File: src/rtl/assert_macros.svh
// Assertion helpers used by the sequencer of the truss stiffness scatter unit.
`ifndef ASSERT_MACROS_SVH
`define ASSERT_MACROS_SVH

// Checks that a property holds at every rising clock edge outside reset.
`define ASSERT_CLK(lbl, clk, rst_n, prop, msg) \
    lbl: assert property (@(posedge clk) disable iff (!rst_n) prop) else $error(msg);

// Checks that a condition never holds at a rising clock edge outside reset.
`define ASSERT_NEVER(lbl, clk, rst_n, cond, msg) \
    lbl: assert property (@(posedge clk) disable iff (!rst_n) !(cond)) else $error(msg);

`endif

File: src/rtl/tsds_pkg.sv
`default_nettype none
// ----------------------------------------------------------------------------
// Truss stiffness scatter package
// Shared types, constants and index tables of the truss stiffness scatter unit.
// ----------------------------------------------------------------------------
package tsds_pkg;

    localparam int NODE_BITS_DEF   = 20;
    localparam int QUEUE_DEPTH_DEF = 2;
    localparam int DOF_PER_NODE    = 3;
    localparam int NODE_W          = 20;
    localparam int IDX_W           = 22;
    localparam int COORD_W         = 32;
    localparam int STIFF_W         = 48;
    localparam int COS_W           = 31;
    localparam int DIV_STEPS       = 31;
    localparam int PROD_COUNT      = 6;
    localparam int SLOT_COUNT      = 9;
    localparam int ACC_W           = 111;

    typedef struct packed {
        logic        [NODE_W-1:0]  node_a;
        logic        [NODE_W-1:0]  node_b;
        logic signed [COORD_W-1:0] xa;
        logic signed [COORD_W-1:0] ya;
        logic signed [COORD_W-1:0] za;
        logic signed [COORD_W-1:0] xb;
        logic signed [COORD_W-1:0] yb;
        logic signed [COORD_W-1:0] zb;
        logic        [COORD_W-1:0] elem_length;
        logic signed [STIFF_W-1:0] stiff_old;
        logic signed [STIFF_W-1:0] stiff_new;
    } in_item_t;

    typedef struct packed {
        logic        [IDX_W-1:0]   row_index;
        logic        [IDX_W-1:0]   col_index;
        logic signed [STIFF_W-1:0] increment;
        logic                      last;
    } out_item_t;

    // One element after the arithmetic: base indices and the six rounded
    // increment magnitudes (capped at 2^47) with their signs for node pair (a,a).
    typedef struct packed {
        logic [IDX_W-1:0]                    base_a;
        logic [IDX_W-1:0]                    base_b;
        logic [PROD_COUNT-1:0][STIFF_W-1:0]  mag;
        logic [PROD_COUNT-1:0]               neg;
    } elem_rec_t;

    typedef enum logic [1:0] {
        FRONT_IDLE,
        FRONT_DIV,
        FRONT_MUL,
        FRONT_PUSH
    } front_state_t;

    function automatic logic [1:0] prod_axis_i(input logic [2:0] k);
        logic [1:0] r;
        case (k)
            3'd1, 3'd3, 3'd4: r = 2'd1;
            3'd2, 3'd5:       r = 2'd2;
            default:          r = 2'd0;
        endcase
        return r;
    endfunction

    function automatic logic [1:0] prod_axis_j(input logic [2:0] k);
        logic [1:0] r;
        case (k)
            3'd3:       r = 2'd1;
            3'd4, 3'd5: r = 2'd2;
            default:    r = 2'd0;
        endcase
        return r;
    endfunction

    function automatic logic [2:0] slot_prod(input logic [3:0] s);
        logic [2:0] r;
        case (s)
            4'd1, 4'd2: r = 3'd1;
            4'd3, 4'd4: r = 3'd2;
            4'd5:       r = 3'd3;
            4'd6, 4'd7: r = 3'd4;
            4'd8:       r = 3'd5;
            default:    r = 3'd0;
        endcase
        return r;
    endfunction

    function automatic logic [1:0] slot_roff(input logic [3:0] s);
        logic [1:0] r;
        case (s)
            4'd1, 4'd5, 4'd6: r = 2'd1;
            4'd3, 4'd7, 4'd8: r = 2'd2;
            default:          r = 2'd0;
        endcase
        return r;
    endfunction

    function automatic logic [1:0] slot_coff(input logic [3:0] s);
        logic [1:0] r;
        case (s)
            4'd2, 4'd5, 4'd7: r = 2'd1;
            4'd4, 4'd6, 4'd8: r = 2'd2;
            default:          r = 2'd0;
        endcase
        return r;
    endfunction

endpackage
`default_nettype wire

File: src/rtl/tsds_back.sv
`default_nettype none
`include "assert_macros.svh"
// ----------------------------------------------------------------------------
// Truss stiffness scatter update sequencer
// Walks the four node pairs of a queued element and issues one nonzero matrix
// update per cycle into the output register while it is empty or popped.
// ----------------------------------------------------------------------------
module tsds_back
    import tsds_pkg::*;
(
    input  wire logic      clk,
    input  wire logic      rst_n,
    input  wire logic      rec_valid,
    input  wire elem_rec_t rec,
    output logic           rec_pop,
    output logic           empty,
    input  wire logic      pop,
    output out_item_t      out_item
);

    localparam logic [STIFF_W-1:0] MAG_CAP = {1'b1, {(STIFF_W-1){1'b0}}};

    logic [3:0]   slot_reg, slot_next;
    logic [1:0]   pair_reg, pair_next;
    logic         out_valid_reg, out_valid_next;
    out_item_t    out_reg;

    logic [SLOT_COUNT-1:0] slot_nz;
    logic         found;
    logic [3:0]   sel;
    logic         later_nz;
    logic         emit;
    logic         emit_last;
    logic [2:0]   pidx;
    logic [STIFF_W-1:0] m;
    logic         ng;
    out_item_t    upd;

    always_comb
    begin
        for (int s = 0; s < SLOT_COUNT; s++)
        begin
            slot_nz[s] = (rec.mag[slot_prod(4'(s))] != '0);
        end
        found = 1'b0;
        sel   = '0;
        for (int s = SLOT_COUNT - 1; s >= 0; s--)
        begin
            if (4'(s) >= slot_reg && slot_nz[s])
            begin
                found = 1'b1;
                sel   = 4'(s);
            end
        end
        later_nz = 1'b0;
        for (int s = 0; s < SLOT_COUNT; s++)
        begin
            if (4'(s) > sel && slot_nz[s])
            begin
                later_nz = 1'b1;
            end
        end
    end

    assign emit      = rec_valid && found && (!out_valid_reg || pop);
    assign emit_last = (pair_reg == 2'd3) && !later_nz;
    assign rec_pop   = emit && emit_last;

    always_comb
    begin
        pidx = slot_prod(sel);
        m    = rec.mag[pidx];
        ng   = rec.neg[pidx] ^ pair_reg[1] ^ pair_reg[0];
        upd.row_index = (pair_reg[1] ? rec.base_b : rec.base_a) + IDX_W'(slot_roff(sel));
        upd.col_index = (pair_reg[0] ? rec.base_b : rec.base_a) + IDX_W'(slot_coff(sel));
        if (ng)
        begin
            upd.increment = -m;
        end
        else
        begin
            upd.increment = (m == MAG_CAP) ? MAG_CAP - STIFF_W'(1) : m;
        end
        upd.last = emit_last;
    end

    always_comb
    begin
        slot_next      = slot_reg;
        pair_next      = pair_reg;
        out_valid_next = out_valid_reg;
        if (emit)
        begin
            out_valid_next = 1'b1;
            if (later_nz)
            begin
                slot_next = sel + 4'd1;
            end
            else
            begin
                slot_next = '0;
                pair_next = pair_reg + 2'd1;
            end
        end
        else if (pop)
        begin
            out_valid_next = 1'b0;
        end
    end

    always_ff @(posedge clk or negedge rst_n)
    begin
        if (!rst_n)
        begin
            slot_reg      <= '0;
            pair_reg      <= '0;
            out_valid_reg <= 1'b0;
        end
        else
        begin
            slot_reg      <= slot_next;
            pair_reg      <= pair_next;
            out_valid_reg <= out_valid_next;
        end
    end

    always_ff @(posedge clk)
    begin
        if (emit)
        begin
            out_reg <= upd;
        end
    end

    assign empty    = !out_valid_reg;
    assign out_item = out_reg;

    `ASSERT_NEVER(a_no_zero_update, clk, rst_n, out_valid_reg && out_reg.increment == '0,
        "A zero increment was presented as an update.")
    `ASSERT_NEVER(a_slot_range, clk, rst_n, slot_reg > 4'(SLOT_COUNT - 1),
        "The slot counter left its range.")
    `ASSERT_CLK(a_pop_at_end, clk, rst_n, rec_pop |=> (pair_reg == 2'd0 && slot_reg == 4'd0),
        "The sequencer did not restart after an element ended.")

endmodule
`default_nettype wire

File: config.mk
export PLATFORM = sky130hd
export DESIGN_NAME = tsds_back
export DESIGN_NICKNAME = d
export VERILOG_FILES = /design/src/rtl/tsds_pkg.sv /design/src/rtl/tsds_back.sv
export VERILOG_INCLUDE_DIRS = /design/src /design/src/rtl
export SDC_FILE = /design/constraint.sdc
export NUM_CORES = 1
export LEC_CHECK = 0
export ABC_AREA = 0
export ABC_CLOCK_PERIOD_IN_PS = 7620
export CORE_MARGIN = 3
export CORE_UTILIZATION = 35
export CTS_BUF_LIST = sky130_fd_sc_hd__clkbuf_8
export DETAILED_ROUTE_END_ITERATION = 8
export DONT_BUFFER_PORTS = 1
export SLEW_MARGIN = 10
export SYNTH_ARGS = -nofsm -noshare
export SYNTH_HDL_FRONTEND = slang
export SYNTH_SLANG_ARGS = --single-unit
File: constraint.sdc
create_clock -name clk -period 7.62 [get_ports clk]
set_input_delay 0 -clock clk [delete_from_list [all_inputs] [get_ports clk]]
set_output_delay 0 -clock clk [all_outputs]
set_load 0.005 [all_outputs]
==> results.yml <==
layout:
  syn2layout_area_growth_pct: 13.1
  drive_gt1_share_pct: 9.18
  mostFrequentLayoutCell: "nor2_1"
  seqCellArea_um2: 2970
  final_cell_mix: "nor2_1, nand2_1, edfxtp_1"
  fin_area_um2: 12400
  layout.cells.non_filler: 1770
  largest_reg_flops: 93
  layout.nets: 1723
  fillers: 3126
  multiInputGateArea_um2: 7570
synth:
  async_flop_share_pct: 7.00
  synth-edff-count: 93
  yosysUniqueCellTypes: 94
  ys.flop_type: "edfxtp_1"
  syn_area_per_cell_um2: 8.20
  yosysWarnings: 0
  synth_area_um2: 10900
  ys_seq_area_share_pct: 27.1
  synth_nets: 1689
  synthCells: 1334
  ys_ff_latch: 100
detailed_routing:
  drt_iter0_markers: 1604
  drt_wl_total_um: 56900
  antenna_left: 0
  dr.pass1.iters: 6
  drc_errors: 0
  wire_per_inst_um: 32.1
  vias: 12119
  via_per_inst: 6.85
clocking:
  cts_inserted_buffers: 9
  root_buffer: "clkbuf_8"
  clock_sinks: 100
  cts_tree: "done"
  htree_num_levels: 3
  clk_latency_ps: 400
  clkTransAtPathRegs_ps: 110
  clockBufferDepth: 2
floorplanning:
  die-area_um2: 33400
  start_util_pct: 35.7
  io_pins: 437
  core_area_um2: 30700
  dieHeight_um: 183
  num_rows: 64
  die_w_um: 183
sta:
  holdWs_ps: 43.5
  layout_min_cycle_time_ps: 6850
  finalSetupViolCount: 0
  drv_slew: 0
  final_hold_viol_count: 0
  finalClockSkew_ps: 22.8
  worst_pin_slew_ps: 1040
  setup_tns_ps: 0
  rsz0062_at_grt: "no"
  relSlewSlack_pct: 30.1
  timing.final.crit_share_pct: 89.9
  fmax_mhz: 146
global_routing:
  grt_max_degree: 59
  grt_usage_pct: 32.4
  gr-usage-met1_pct: 39.7
  grt_use_met3_pct: 11.2
  overflow: 0
  grt_pass1_vias: 11505
  grtUsageMet2_pct: 51.7
  top_usage_layer: "met2"
  antenna_found_initial: 2
  grt_pass1_wl_um: 80700
placed_design:
  place_area_um2: 11500
  placed_cells_incl_taps: 1686
  place_congestion: 1.05
  place_hpwl_um: 45800
  place.port_buffers: 0
setup_path:
  worst_ep_arrival_time_ps: 7030
  start_kind: "register"
  path_class: "register to register"
  worstPathCellList: "nor2_1, o31a_1, o21ai_0, a21oi_1, inv_1, ha_1, and2_1, o31ai_1, a211o_1, buf_4, o21bai_1, a22o_1, a32oi_1, a21boi_1, nand3_2, or4_4, nor3_2, buf_4, nor3_1, a21oi_1"
  cp_slowest_cell: "or4_4"
  cp-end-kind: "register"
  cp.required_ps: 7790
  critPathMaxFanout: 20
  critical_path.max_stage_delay_ps: 650
min_path:
  hold_class: "input port to register"
flow_run:
  drv_cap: 0
run_status:
  status: "finished clean"
-- cells by family after synthesis --
family          count (synthesis)  synth area share (%)
fa+ha+maj                      13                  1.62
simple gates                  568                  25.7
buf+inv                       109                  4.36
compound gates                359                  25.0
xor+xnor                       81                  6.49
mux                           104                  9.77
flops                         100                  27.1
-- routing by layer --
metal  up-vias  share of wire [%]  wire (um)
li1       5234                  -          -
met1      5780                 37      21000
met2       946                 45      25600
met3       159                 12       6970
met4         0                5.8       3280
met5         -                  0          0
-- cell type report --
cell class                 instances  area share, %
sequential                       100           24.0
inverter                          18          0.566
antenna                            1         0.0202
clock inverter                     7          0.687
multi-input combinational       1125           61.1
tap                              396           4.00
timing repair buffer             114           8.57
clock buffer                       9           1.00
-- metrics by stage --
| stage | setup slack [ps] | utilization (%) |
|---|---|---|
| 2_1_floorplan | 2190 | - |
| 3_3_place_gp | 907 | 37.5 |
| 3_5_place_dp | 683 | 37.5 |
| 4_1_cts | 964 | 40.3 |
| 5_1_grt | 395 | 40.3 |
| 6_report | 769 | 40.4 |
-- cell usage after synthesis (21+ instances only) --
| cell | count | area share (%) |
|---|---|---|
| buf_2 | 30 | 1.4 |
| mux2i_1 | 82 | 7.5 |
| nand3_1 | 50 | 2.3 |
| edfxtp_1 | 93 | 26 |
| nor4_1 | 82 | 4.7 |
| o21ai_0 | 49 | 2.2 |
| xnor2_1 | 42 | 3.4 |
| nor3_1 | 27 | 1.2 |
| nand4_1 | 27 | 1.5 |
| a31oi_1 | 35 | 2.0 |
| clkbuf_1 | 45 | 1.5 |
| xor2_1 | 39 | 3.1 |
| a21oi_1 | 56 | 2.6 |
| nor2_1 | 160 | 5.5 |
| o31ai_1 | 21 | 1.4 |
| and2_1 | 26 | 1.5 |
| nand2_1 | 139 | 4.8 |
-- critical path, delay by kind of cell, from the launching register on --
kind	cells	cell delay (ps)
flip-flops	1	550
adder cells (fa/ha/maj)	1	290
AO/OA/AOI/OAI	10	3100
AND/OR/NAND/NOR	6	1850
buffers and inverters	3	830
-- repair_timing --
action                                 CTS  global route
endpoints found under the hold margin   50             0
setup buffers                            0             0
hold buffers                            67             0
resized for setup                        0             0
-- path summary, 6_finish.rpt --
kind                             start            end  slack, ps  depth (start not counted)
setup / recovery           slot_reg[3]   out_item[30]        770                         20
setup reg to reg           slot_reg[3]   out_item[30]        770                         20
hold reg to reg            slot_reg[0]    slot_reg[0]        700                          2
min in group asynchronous        rst_n  out_valid_reg        490                          2
max in group asynchronous        rst_n    pair_reg[0]       6820                          2
hold / removal                rec[304]   out_item[82]         40                          4
Power is not shown: default switching activity piles up to over one toggle a cycle in this logic, so the estimate is an artifact.
