--- src/rtl/assert_macros.svh ---
// Assertion helpers used by the sequencer of the truss stiffness scatter unit.
`ifndef ASSERT_MACROS_SVH
`define ASSERT_MACROS_SVH

// Checks that a property holds at every rising clock edge outside reset.
`define ASSERT_CLK(lbl, clk, rst_n, prop, msg) \
    lbl: assert property (@(posedge clk) disable iff (!rst_n) prop) else $error(msg);

// Checks that a condition never holds at a rising clock edge outside reset.
`define ASSERT_NEVER(lbl, clk, rst_n, cond, msg) \
    lbl: assert property (@(posedge clk) disable iff (!rst_n) !(cond)) else $error(msg);

`endif

--- src/rtl/tsds_pkg.sv ---
`default_nettype none
// ----------------------------------------------------------------------------
// Truss stiffness scatter package
// Shared types, constants and index tables of the truss stiffness scatter unit.
// ----------------------------------------------------------------------------
package tsds_pkg;

    localparam int NODE_BITS_DEF   = 20;
    localparam int QUEUE_DEPTH_DEF = 2;
    localparam int DOF_PER_NODE    = 3;
    localparam int NODE_W          = 20;
    localparam int IDX_W           = 22;
    localparam int COORD_W         = 32;
    localparam int STIFF_W         = 48;
    localparam int COS_W           = 31;
    localparam int DIV_STEPS       = 31;
    localparam int PROD_COUNT      = 6;
    localparam int SLOT_COUNT      = 9;
    localparam int ACC_W           = 111;

    typedef struct packed {
        logic        [NODE_W-1:0]  node_a;
        logic        [NODE_W-1:0]  node_b;
        logic signed [COORD_W-1:0] xa;
        logic signed [COORD_W-1:0] ya;
        logic signed [COORD_W-1:0] za;
        logic signed [COORD_W-1:0] xb;
        logic signed [COORD_W-1:0] yb;
        logic signed [COORD_W-1:0] zb;
        logic        [COORD_W-1:0] elem_length;
        logic signed [STIFF_W-1:0] stiff_old;
        logic signed [STIFF_W-1:0] stiff_new;
    } in_item_t;

    typedef struct packed {
        logic        [IDX_W-1:0]   row_index;
        logic        [IDX_W-1:0]   col_index;
        logic signed [STIFF_W-1:0] increment;
        logic                      last;
    } out_item_t;

    // One element after the arithmetic: base indices and the six rounded
    // increment magnitudes (capped at 2^47) with their signs for node pair (a,a).
    typedef struct packed {
        logic [IDX_W-1:0]                    base_a;
        logic [IDX_W-1:0]                    base_b;
        logic [PROD_COUNT-1:0][STIFF_W-1:0]  mag;
        logic [PROD_COUNT-1:0]               neg;
    } elem_rec_t;

    typedef enum logic [1:0] {
        FRONT_IDLE,
        FRONT_DIV,
        FRONT_MUL,
        FRONT_PUSH
    } front_state_t;

    function automatic logic [1:0] prod_axis_i(input logic [2:0] k);
        logic [1:0] r;
        case (k)
            3'd1, 3'd3, 3'd4: r = 2'd1;
            3'd2, 3'd5:       r = 2'd2;
            default:          r = 2'd0;
        endcase
        return r;
    endfunction

    function automatic logic [1:0] prod_axis_j(input logic [2:0] k);
        logic [1:0] r;
        case (k)
            3'd3:       r = 2'd1;
            3'd4, 3'd5: r = 2'd2;
            default:    r = 2'd0;
        endcase
        return r;
    endfunction

    function automatic logic [2:0] slot_prod(input logic [3:0] s);
        logic [2:0] r;
        case (s)
            4'd1, 4'd2: r = 3'd1;
            4'd3, 4'd4: r = 3'd2;
            4'd5:       r = 3'd3;
            4'd6, 4'd7: r = 3'd4;
            4'd8:       r = 3'd5;
            default:    r = 3'd0;
        endcase
        return r;
    endfunction

    function automatic logic [1:0] slot_roff(input logic [3:0] s);
        logic [1:0] r;
        case (s)
            4'd1, 4'd5, 4'd6: r = 2'd1;
            4'd3, 4'd7, 4'd8: r = 2'd2;
            default:          r = 2'd0;
        endcase
        return r;
    endfunction

    function automatic logic [1:0] slot_coff(input logic [3:0] s);
        logic [1:0] r;
        case (s)
            4'd2, 4'd5, 4'd7: r = 2'd1;
            4'd4, 4'd6, 4'd8: r = 2'd2;
            default:          r = 2'd0;
        endcase
        return r;
    endfunction

endpackage
`default_nettype wire

--- src/rtl/tsds_queue.sv ---
`default_nettype none
// ----------------------------------------------------------------------------
// Truss stiffness scatter element queue
// A short first-in first-out queue of element records between the front end
// and the update sequencer.
// ----------------------------------------------------------------------------
module tsds_queue
    import tsds_pkg::*;
#(
    parameter int DEPTH = QUEUE_DEPTH_DEF
)
(
    input  wire logic      clk,
    input  wire logic      rst_n,
    input  wire logic      wr_en,
    output logic           full,
    input  wire elem_rec_t wr_data,
    output logic           rd_valid,
    input  wire logic      rd_en,
    output elem_rec_t      rd_data
);

    localparam int PTR_W = (DEPTH > 1) ? $clog2(DEPTH) : 1;
    localparam int CNT_W = $clog2(DEPTH + 1);

    elem_rec_t           slot_reg [DEPTH];
    logic [PTR_W-1:0]    wr_ptr_reg, wr_ptr_next;
    logic [PTR_W-1:0]    rd_ptr_reg, rd_ptr_next;
    logic [CNT_W-1:0]    count_reg, count_next;

    assign full     = (count_reg == CNT_W'(DEPTH));
    assign rd_valid = (count_reg != '0);
    assign rd_data  = slot_reg[rd_ptr_reg];

    always_comb
    begin
        wr_ptr_next = wr_ptr_reg;
        rd_ptr_next = rd_ptr_reg;
        count_next  = count_reg;
        if (wr_en)
        begin
            wr_ptr_next = (wr_ptr_reg == PTR_W'(DEPTH - 1)) ? '0 : wr_ptr_reg + PTR_W'(1);
        end
        if (rd_en)
        begin
            rd_ptr_next = (rd_ptr_reg == PTR_W'(DEPTH - 1)) ? '0 : rd_ptr_reg + PTR_W'(1);
        end
        if (wr_en && !rd_en)
        begin
            count_next = count_reg + CNT_W'(1);
        end
        else if (rd_en && !wr_en)
        begin
            count_next = count_reg - CNT_W'(1);
        end
    end

    always_ff @(posedge clk or negedge rst_n)
    begin
        if (!rst_n)
        begin
            wr_ptr_reg <= '0;
            rd_ptr_reg <= '0;
            count_reg  <= '0;
        end
        else
        begin
            wr_ptr_reg <= wr_ptr_next;
            rd_ptr_reg <= rd_ptr_next;
            count_reg  <= count_next;
        end
    end

    always_ff @(posedge clk)
    begin
        if (wr_en)
        begin
            slot_reg[wr_ptr_reg] <= wr_data;
        end
    end

endmodule
`default_nettype wire

--- config.mk ---
export PLATFORM = sky130hd
export DESIGN_NAME = tsds_queue
export DESIGN_NICKNAME = d
export VERILOG_FILES = /design/src/rtl/assert_macros.svh /design/src/rtl/tsds_pkg.sv /design/src/rtl/tsds_queue.sv
export SDC_FILE = /design/constraint.sdc
export NUM_CORES = 1
export LEC_CHECK = 0
export CELL_PAD_IN_SITES_DETAIL_PLACEMENT = 1
export CELL_PAD_IN_SITES_GLOBAL_PLACEMENT = 1
export CORE_AREA = 2 2 265 267
export DETAILED_ROUTE_END_ITERATION = 12
export DIE_AREA = 0 0 267 269
export DONT_BUFFER_PORTS = 1
export GPL_TIMING_DRIVEN = 0
export PLACE_DENSITY = 0.57
export SETUP_SLACK_MARGIN = 0.05
export SLEW_MARGIN = 20
export SYNTH_ARGS = -nofsm -noshare
export SYNTH_HDL_FRONTEND = slang
export SYNTH_SLANG_ARGS = --single-unit
--- constraint.sdc ---
create_clock -name clk -period 19.22 [get_ports clk]
set_input_delay 2.883 -clock clk [delete_from_list [all_inputs] [get_ports clk]]
set_output_delay 2.883 -clock clk [all_outputs]
set_load 0.01 [all_outputs]
==> results of run 1 <==
## kinds of logic after synthesis
family	count (synthesis)	synth area share (%)
flops	680	78.7
mux	338	19.1
buf+inv	39	1.84
xor+xnor	5	0.169
simple gates	5	0.111
fa+ha+maj	1	0.0483
## per-stage QoR
step,instance area (um^2),TNS [ns],instances
after CTS,29900,0,2157
after global routing,29900,0,2157
after detailed placement,27700,0,2031
after floorplan,25900,0,1068
after global placement,27100,-2786.60,2008
final,29900,0,2157
## cell usage in the layout (no fill, tap or decap), drive strengths merged, types with 2 or more instances in the layout
cell type  instances
clkinv            23
xor2               4
dfrtp              4
clkinvlp           4
buf               61
clkbuf            89
bufinv             2
mux2             338
inv                9
nor2b              2
edfxtp           676
## worst max-delay path by stage
stage | slack [ns] | cells after the start | end | start
3_3_place_gp | -8.30 | 1 | slot_reg[0][282] | wr_en
6_report | 14.37 | 4 | rd_data[210] | rd_ptr_reg
4_1_cts | 14.25 | 4 | rd_data[215] | rd_ptr_reg
2_1_floorplan | 0.73 | 1 | slot_reg[0][0] | wr_en
5_1_grt | 14.21 | 4 | rd_data[214] | rd_ptr_reg
3_5_place_dp | 14.16 | 8 | slot_reg[0][336] | wr_en
## worst max-delay path: stages (launching register included)
cell and delay (ns):
dfrtp_1 0.34, buf_6 0.17, buf_8 0.23, buf_8 0.22
mux2_4 0.39
## synth_stat cells, drive strengths merged
cell,instances
edfxtp,676
ha,1
nor2b,2
inv,1
nor2,1
xnor2,1
dfrtp,4
and2,1
buf,38
xor2,4
mux2,338
or2,1
## layer usage
layer,track usage (%),part of all wire [%]
met3,8.44,12
met5,0,0.022
met2,28.2,53
met4,5.86,3.0
met1,15.6,32
## layout make-up
cell class | count | area (um^2) | share of cell area [%]
timing repair buffer | 23 | 558 | 1.87
multi-input combinational | 349 | 5040 | 16.9
clock buffer | 89 | 1910 | 6.39
tap | 940 | 1180 | 3.94
clock inverter | 37 | 324 | 1.08
inverter | 1 | 3.75 | 0.0126
buffer | 38 | 474 | 1.59
sequential | 680 | 20400 | 68.3
## report_power, final
part	leakage, nW	total, mW	internal [mW]	switching [mW]
Clock	1.08	1.31	0.743	0.572
Combinational	3.17	1.45	0.659	0.793
Sequential	6.39	2.03	1.96	0.0638
Total	10.6	4.79	3.36	1.43
==> results.tsv, run 1 <==
metric	value	unit
drtIter0Drc	516	
skew	0.0132	ns
synth.area.top_cells	edfxtp_1 78%, mux2_4 18%, mux2_2 1.5%	
worst_r2r_startpoint	wr_ptr_reg	
r2r_slack	16.69	ns
viasPerCell	4.79	
nFillCells	6275	
num_vias	10300	
die_area	71800	um^2
outcome	finished, final reports clean	
pre_cts_ws	14.16	ns
grt_max_degree	51	
cp-start-kind	flip-flop	
yosysSeqAreaShare	78.7	%
gp_congestion	0.730	
max-cap-violations	0	
worst_pin_slew	0.444	ns
endpoint_kind	primary output	
cts-hold-fix-buffers	0	
port_buffers	0	
grt_pass1_vias	11000	
grt_pass1_wl	80900	um
area_growth	15.3	%
required	16.34	ns
hold_viol	0	
rows	97	
hold_end	count_reg[1]	
avgRoutedWirePerCell	27.7	um
htreeDepth	3	
synthesis.nets	1411	
syn-cell-area	25900	um^2
yosys_warnings	0	
setup_viol	0	
post_cts_buffers	0	
cts_tree	built	
clockBufferDepth	3	
hold_depth	1	
max_slew_margin	70.3	%
p_leak	10.6	nW
drc	0	
rsz0062_at_grt	false	
root_buffer	clkbuf_16	
cts_sinks	680	
largest_register_ffs	676	
layout-drive-gt1-share	41.2	%
critPathMaxFanout	10	
maxSlewViolCount	0	
cts_resized	0	
hold_ws	0.488	ns
r2r_cells	8	
post-route-min-period	4.85	ns
hp-class	reg2reg	
max_freq	206	MHz
cts.clk_slew.worst_paths	0.05	ns
grt_use_total	15.9	%
clk_latency	0.61	ns
gr-total-overflow	0	
vdd_ir_drop_max	92.3	uV
synth.distinct_cells	16	
die_h	269	um
core	69300	um^2
yosysTopAreaCell	edfxtp_1	
synth_top_area_share	78.4	%
path_class	reg2out	
period_share	25.2	%
n_antenna_cell	0	
wirelength	59700	um
io_pins	682	
final_core_util	43.1	%
power_density	160	nW/um^2
worst_slack	14.37	ns
fin_nets	1510	
ant_nets	0	
worst_r2r_endpoint	slot_reg[0][336]	
grt_antenna_before_repair	1	
chipWidth	267	um
start_util	37.4	%
power	4.79	mW
syn_inst	1068	
avgSynthCellArea	24.3	um^2
numCtsBuffers	74	
hpwl	43800	um
ys_ff_latch	680	
dr.pass1.iters	4	
crit_arrival	1.97	ns
min_from	count_reg[1]	
Power figures use the tool's default switching activity.
==> inputs of run 2 (changes only) <==
ABC_AREA = 1   (was unset)
clock period = 4.65 ns   (was 19.22 ns; I/O delays follow)
==> run 2 against run 1 <==
Against the previous run: critical path depth is 3 higher; via count is 1.2% higher; utilization is 0.46 points higher; count of clock-buffer cells in the layout is 3 higher; global-route usage hardly changed; final cell count is 1.2% higher; largest power group unchanged.
==> results.tsv, run 2 <==
metric	value	unit	change
outcome	finished, final reports clean		
final_common_cell	edfxtp_1		
fin_nets	1527		+1.1%
max_freq	376	MHz	
avgRoutedWirePerCell	27.4	um	-0.97%
cts.clk_slew.worst_paths	0.06	ns	about the same
worst_r2r_startpoint	wr_ptr_reg		
die_h	269	um	unchanged
die_area	71800	um^2	unchanged
avgSynthCellArea	24.1	um^2	-0.77%
htreeDepth	3		unchanged
yosys-top-cells-count	676 x edfxtp_1, 303 x mux2_4, 35 x mux2_2, 23 x buf_6, 11 x buf_8		
r2r_slack	1.99	ns	-14.70 ns
max_slew_margin	52.9	%	-17 points
gp_congestion	0.752		+3.0%
numCtsBuffers	75		+1.4%
endpoint_kind	flip-flop		
num_vias	10500		+1.2%
critPathMaxFanout	23		+13
synthArstFlopShare	0.588	%	unchanged
synth.distinct_cells	16		unchanged
hp-class	in2reg		
cp_common_cell	buf_16		
p_leak	10.8	nW	+1.4%
fin_area	30200	um^2	+1.1%
chipWidth	267	um	unchanged
cts_sinks	680		unchanged
cp-start-kind	flip-flop		
syn-cell-area	25900	um^2	about the same
cp_num_buf_inv	6		+3
crit_family	buffers and inverters		
post-route-min-period	2.66	ns	
p_clk_share	28.3	%	+0.9 points
cp_num_cells	7		+3
drc	0		unchanged
max-cap-violations	0		unchanged
gr-total-overflow	0		unchanged
max_stage_delay	0.58	ns	+0.19 ns
yosysMostFrequentCell	edfxtp_1		
hpwl	43900	um	+0.23%
final_cell_mix	676 x edfxtp_1, 303 x mux2_4, 75 x clkbuf_16		
path_cells	nor2_4 -> buf_12 -> buf_16 -> buf_16 -> buf_12 -> buf_16 -> buf_16		
largest_register_ffs	676		unchanged
rows	97		unchanged
use_met2	28.6	%	+0.42 points
yosysSeqAreaShare	78.7	%	about the same
grt_pass1_wl	81300	um	+0.48%
cts_tree	built		
start_util	37.4	%	about the same
rsz0062_at_grt	false		
final_cells	2183		+1.2%
r2r_cells	7		-1
synth.area.top_cells	edfxtp_1 78%, mux2_4 18%, mux2_2 1.5%		
io_pins	682		unchanged
cts_resized	0		unchanged
maxSlewViolCount	0		unchanged
period_share	57.1	%	
dr.pass1.iters	4		unchanged
critPathSlowestCell	nor2_4		
grt_max_degree	33		-35%
ys_ff_latch	680		unchanged
endpoint	slot_reg[0][43]		
power_switching	5.93	mW	+320%
met3_usage	9.23	%	+0.79 points
grt_antenna_before_repair	3		+2
layout-drive-gt1-share	40.8	%	-0.48 points
yosysTopAreaCell	edfxtp_1		
power_density	668	nW/um^2	+320%
worst_pin_slew	0.705	ns	+0.260 ns
area_growth	16.5	%	
worst_slack	1.99	ns	-12.38 ns
root_buffer	clkbuf_16		
grt.busiest_layer	met2		
dpl-instance-area	27800	um^2	+0.61%
drtIter0Drc	481		-6.8%
synth-main-ff-cell	edfxtp_1		
yosys_warnings	0		unchanged
clockBufferDepth	3		unchanged
port_buffers	0		unchanged
pre_cts_ws	1.73	ns	-12.43 ns
vdd_ir_drop_max	354	uV	+280%
crit_arrival	2.95	ns	+0.98 ns
power	20.2	mW	+320%
synth_edf_count	676		unchanged
p_int	14.3	mW	+320%
grt_use_total	15.9	%	+0.044 points
skew	0.0268	ns	+0.0136 ns
synth_top_area_share	78.3	%	about the same
setup_viol	0		unchanged
p_seq_share	41.5	%	-0.8 points
worst_r2r_endpoint	slot_reg[0][43]		
clk_latency	0.60	ns	about the same
ant_nets	0		unchanged
cp-startpoint	wr_ptr_reg		
syn_inst	1077		+0.84%
gr-usage-met1	14.7	%	-0.85 points
core	69300	um^2	unchanged
synthesis.nets	1420		+0.64%
p_sw_share	29.4	%	-0.43 points
final_core_util	43.6	%	+0.46 points
pwr-share-comb	30.1	%	-0.2 points
wirelength	59800	um	+0.22%
dpl.cell_count	2046		+0.74%
viasPerCell	4.79		about the same
required	4.94	ns	-11.40 ns
grt_pass1_vias	11100		+0.93%
hold_viol	0		unchanged
path_class	reg2reg		
run 2: worst min-delay path by stage:
| stage | startpoint | to | slack (ns) | cells after the start |
|---|---|---|---|---|
| floorplan | rst_n | count_reg[0] | 0.40 | 0 |
| global placement | rst_n | wr_ptr_reg | 0.40 | 0 |
| detailed placement | rst_n | wr_ptr_reg | 0.40 | 0 |
| CTS | wr_data[5] | slot_reg[1][5] | 0.13 | 0 |
| global route | wr_data[85] | slot_reg[1][85] | 0.14 | 0 |
| finish | rd_en | rd_ptr_reg | 0.18 | 1 |
run 2: metal layers:
layer	vias to the layer above	wire length (um)	part of all wire [%]
met1	5365	18300	31
met3	108	7820	13
met2	454	31700	53
met4	4	1910	3.2
met5	-	27	0.045
li1	4531	-	-
run 2: kinds of logic after synthesis:
| kind of cell | count (synthesis) | synth area share [%] |
|---|---|---|
| multiplexers | 338 | 19.1 |
| flip-flops | 680 | 78.7 |
| XOR/XNOR | 3 | 0.101 |
| AND/OR/NAND/NOR | 10 | 0.159 |
| adder cells (fa/ha/maj) | 1 | 0.0483 |
| buffers and inverters | 45 | 1.93 |
run 2: metrics by stage:
stage          hold WS (ns)  setup TNS [ns]
6_report              0.178               0
5_1_grt               0.137               0
4_1_cts               0.128               0
3_5_place_dp          0.402               0
3_3_place_gp          0.402        -3112.48
2_1_floorplan         0.402        -1022.37
run 2: cell type report:
cell class,instances,area [um^2]
antenna,2,5.00
inverter,7,42.5
clock buffer,92,1940
clock inverter,42,429
timing repair buffer,30,688
buffer,38,474
multi-input combinational,352,5050
tap,940,1180
sequential,680,20400
fill,6271,39100
run 2: power groups by stage:
| stage | Clock (mW) | Sequential [mW] | Combinational (mW) |
|---|---|---|---|
| after global placement | 0 | 8.91 | 5.86 |
| after CTS | 5.90 | 8.39 | 6.29 |
| after detailed placement | 0 | 8.52 | 6.27 |
| after floorplan | 0 | 8.70 | 4.50 |
| final | 5.72 | 8.38 | 6.08 |
| after global routing | 6.12 | 8.48 | 6.43 |
run 2: worst reg2reg max path: cells and delay by family, from the launching register on:
| kind | cells | cell delay, ns |
|---|---|---|
| flops | 1 | 0.48 |
| simple gates | 1 | 0.58 |
| buf+inv | 6 | 1.29 |
run 2: repair_timing:
| item | in CTS | in global routing |
|---|---|---|
| buffers inserted | 0 | 0 |
| endpoints found under the hold margin | 4 | 0 |
| hold buffers | 1 | 0 |
==> inputs of run 3 (changes only) <==
CORE_AREA = 2 2 262 264   (was 2 2 265 267)
DIE_AREA = 0 0 264 266   (was 0 0 267 269)
PLACE_DENSITY = 0.6   (was 0.57)
clock period = 2.3 ns   (was 4.65 ns; I/O delays follow)
==> run 3 against run 2 <==
Against the previous run: die area fell by 2.2%; clock skew fell by 0.011 ns; via count rose by 13%; worst hold slack worse by 0.13 ns; critical path depth shrank 3; largest power group unchanged; clock power up 110%; setup slack got worse by 1.9 ns; register-to-register slack lost 1.6 ns.
==> results.tsv, run 3 (synthesis gave the netlist of run 2 again) <==
metric	value	unit	change
rsz0062_at_grt	true		
clockBufferDepth	3		unchanged
core	67700	um^2	-2.2%
dr.pass1.iters	6		+2
path_cells	buf_12 -> buf_12 -> buf_6 -> mux2_4		
skew	0.0155	ns	-0.0114 ns
final_cells	2478		+14%
power_density	1250	nW/um^2	+87%
post-route-min-period	2.23	ns	
viasPerCell	4.78		-0.30%
grt_pass1_wl	88900	um	+9.4%
critPathMaxFanout	10		-57%
grt_pass1_vias	12900		+16%
hpwl	42800	um	-2.4%
fin_nets	1876		+23%
cp_num_buf_inv	3		-3
cts_sinks	680		unchanged
maxSlewViolCount	0		unchanged
p_leak	12.4	nW	+15%
period_share	96.8	%	
final_common_cell	edfxtp_1		
max_stage_delay	0.37	ns	-0.21 ns
port_buffers	0		unchanged
worst_r2r_startpoint	wr_ptr_reg		
r2r_cells	6		-1
root_buffer	clkbuf_16		
grt_max_degree	34		+3.0%
fin_setup_tns	0	ns	unchanged
drc	0		unchanged
grt_use_total	17.3	%	+1.4 points
cts_tree	built		
required	1.96	ns	-2.98 ns
nFillCells	6001		-4.3%
avgRoutedWirePerCell	25.2	um	-7.9%
area_growth	30.9	%	
power_switching	12.5	mW	+110%
rows	96		-1.0%
setup_viol	0		unchanged
io_pins	682		unchanged
critPathSlowestCell	dfrtp_1		
wirelength	62500	um	+4.5%
path_class	reg2out		
gr-total-overflow	0		unchanged
vdd_ir_drop_max	741	uV	+110%
chipWidth	264	um	-1.1%
worst_slack	0.0737	ns	-1.92 ns
grt_antenna_before_repair	9		+6
p_clk_share	27.9	%	-0.4 points
endpoint_kind	primary output		
num_vias	11800		+13%
cp-start-kind	flip-flop		
die_h	266	um	-1.1%
max_slew_margin	63.6	%	+11 points
crit_family	buffers and inverters		
htreeDepth	3		unchanged
dpl.cell_count	1987		-2.9%
drtIter0Drc	745		+55%
hold_viol	0		unchanged
r2r_slack	0.37	ns	-1.62 ns
pwr-share-comb	32.1	%	+2.0 points
max_freq	449	MHz	
pre_cts_ws	-0.0341	ns	-1.77 ns
die_area	70200	um^2	-2.2%
dpl-instance-area	27700	um^2	-0.54%
clk_latency	0.59	ns	about the same
numCtsBuffers	73		-2.7%
crit_arrival	1.88	ns	-1.07 ns
cts.clk_slew.worst_paths	0.06	ns	about the same
p_int	30.0	mW	+110%
worst_r2r_endpoint	slot_reg[1][88]		
final_cell_mix	676 x edfxtp_1, 341 x dlygate4sd3_1, 303 x mux2_4		
worst_pin_slew	0.543	ns	-0.162 ns
start_util	38.3	%	+0.86 points
outcome	finished, final reports clean		
p_sw_share	29.4	%	about the same
largest_register_ffs	676		unchanged
hp-class	in2async		
fin_area	33900	um^2	+12%
final_core_util	50.1	%	+6.5 points
max-cap-violations	0		unchanged
layout-drive-gt1-share	33.2	%	-7.6 points
cp_common_cell	buf_12		
gp_congestion	0.779		+3.6%
p_seq_share	40.0	%	-1.5 points
ant_nets	0		unchanged
-- run 3: power by group through the flow --
stage / registers (mW) / logic, mW / clock network, mW
2_1_floorplan: 17.4 / 8.96 / 0
3_3_place_gp: 16.5 / 10.3 / 0
3_5_place_dp: 17.2 / 12.5 / 0
4_1_cts: 17.0 / 13.2 / 12.1
5_1_grt: 17.2 / 14.4 / 12.6
6_report: 17.0 / 13.6 / 11.9
-- run 3: area by class of cell --
class / count / area (um^2) / area share [%]
repair inverters: 1 / 5.00 / 0.0147
plain buffers: 38 / 678 / 2.00
diodes: 6 / 15.0 / 0.0442
clock inverters: 47 / 505 / 1.49
clock buffers: 85 / 1940 / 5.70
inverters: 7 / 30.0 / 0.0885
well taps: 882 / 1100 / 3.25
repair buffers: 380 / 4230 / 12.5
multi-input cells: 352 / 5030 / 14.8
flip-flops and latches: 680 / 20400 / 60.1
-- run 3: worst max path at each step --
stage               cells after the start               end  slack (ns)       start
detailed placement                      6    slot_reg[1][0]       -0.03  wr_ptr_reg
floorplan                               2    slot_reg[1][0]       -3.66  wr_ptr_reg
CTS                                     4      rd_data[183]       -0.05  rd_ptr_reg
finish                                  4      rd_data[158]        0.07  rd_ptr_reg
global route                            4      rd_data[183]       -0.03  rd_ptr_reg
global placement                        2  slot_reg[1][108]       -6.89  wr_ptr_reg
-- run 3: metrics by stage --
step	hold WS (ns)	power (mW)
floorplan	0.0494	26.3
global placement	0.0499	26.8
detailed placement	0.0500	29.7
CTS	0.0162	42.3
global route	0.0325	44.1
finish	0.0503	42.5
-- run 3: timing repair --
action                                  CTS  global route
hold endpoints to repair                683             0
pin swaps                                 0             1
gates cloned                              1             6
hold buffers                            341             0
setup buffers                             0             5
endpoints found under the setup margin  318           371
resized for setup                        15            31
-- run 3: layer usage --
metal  global-route usage (%)  routed length, um  up-vias  share of wire [%]
li1                         -                  -     5237                  -
met1                     18.8              22100     6002                 35
met2                     30.5              32900      493                 53
met3                     6.81               5740      102                9.2
met4                     5.94               1770        6                2.8
met5                        0                 34        -              0.054
-- run 3: worst register-to-register path, stage by stage (launching register included) --
cell,delay (ns)
dfrtp_1,0.44
nand2_2,0.12
clkinvlp_4,0.14
buf_16,0.18
buf_12,0.23
buf_12,0.25
buf_12,0.23
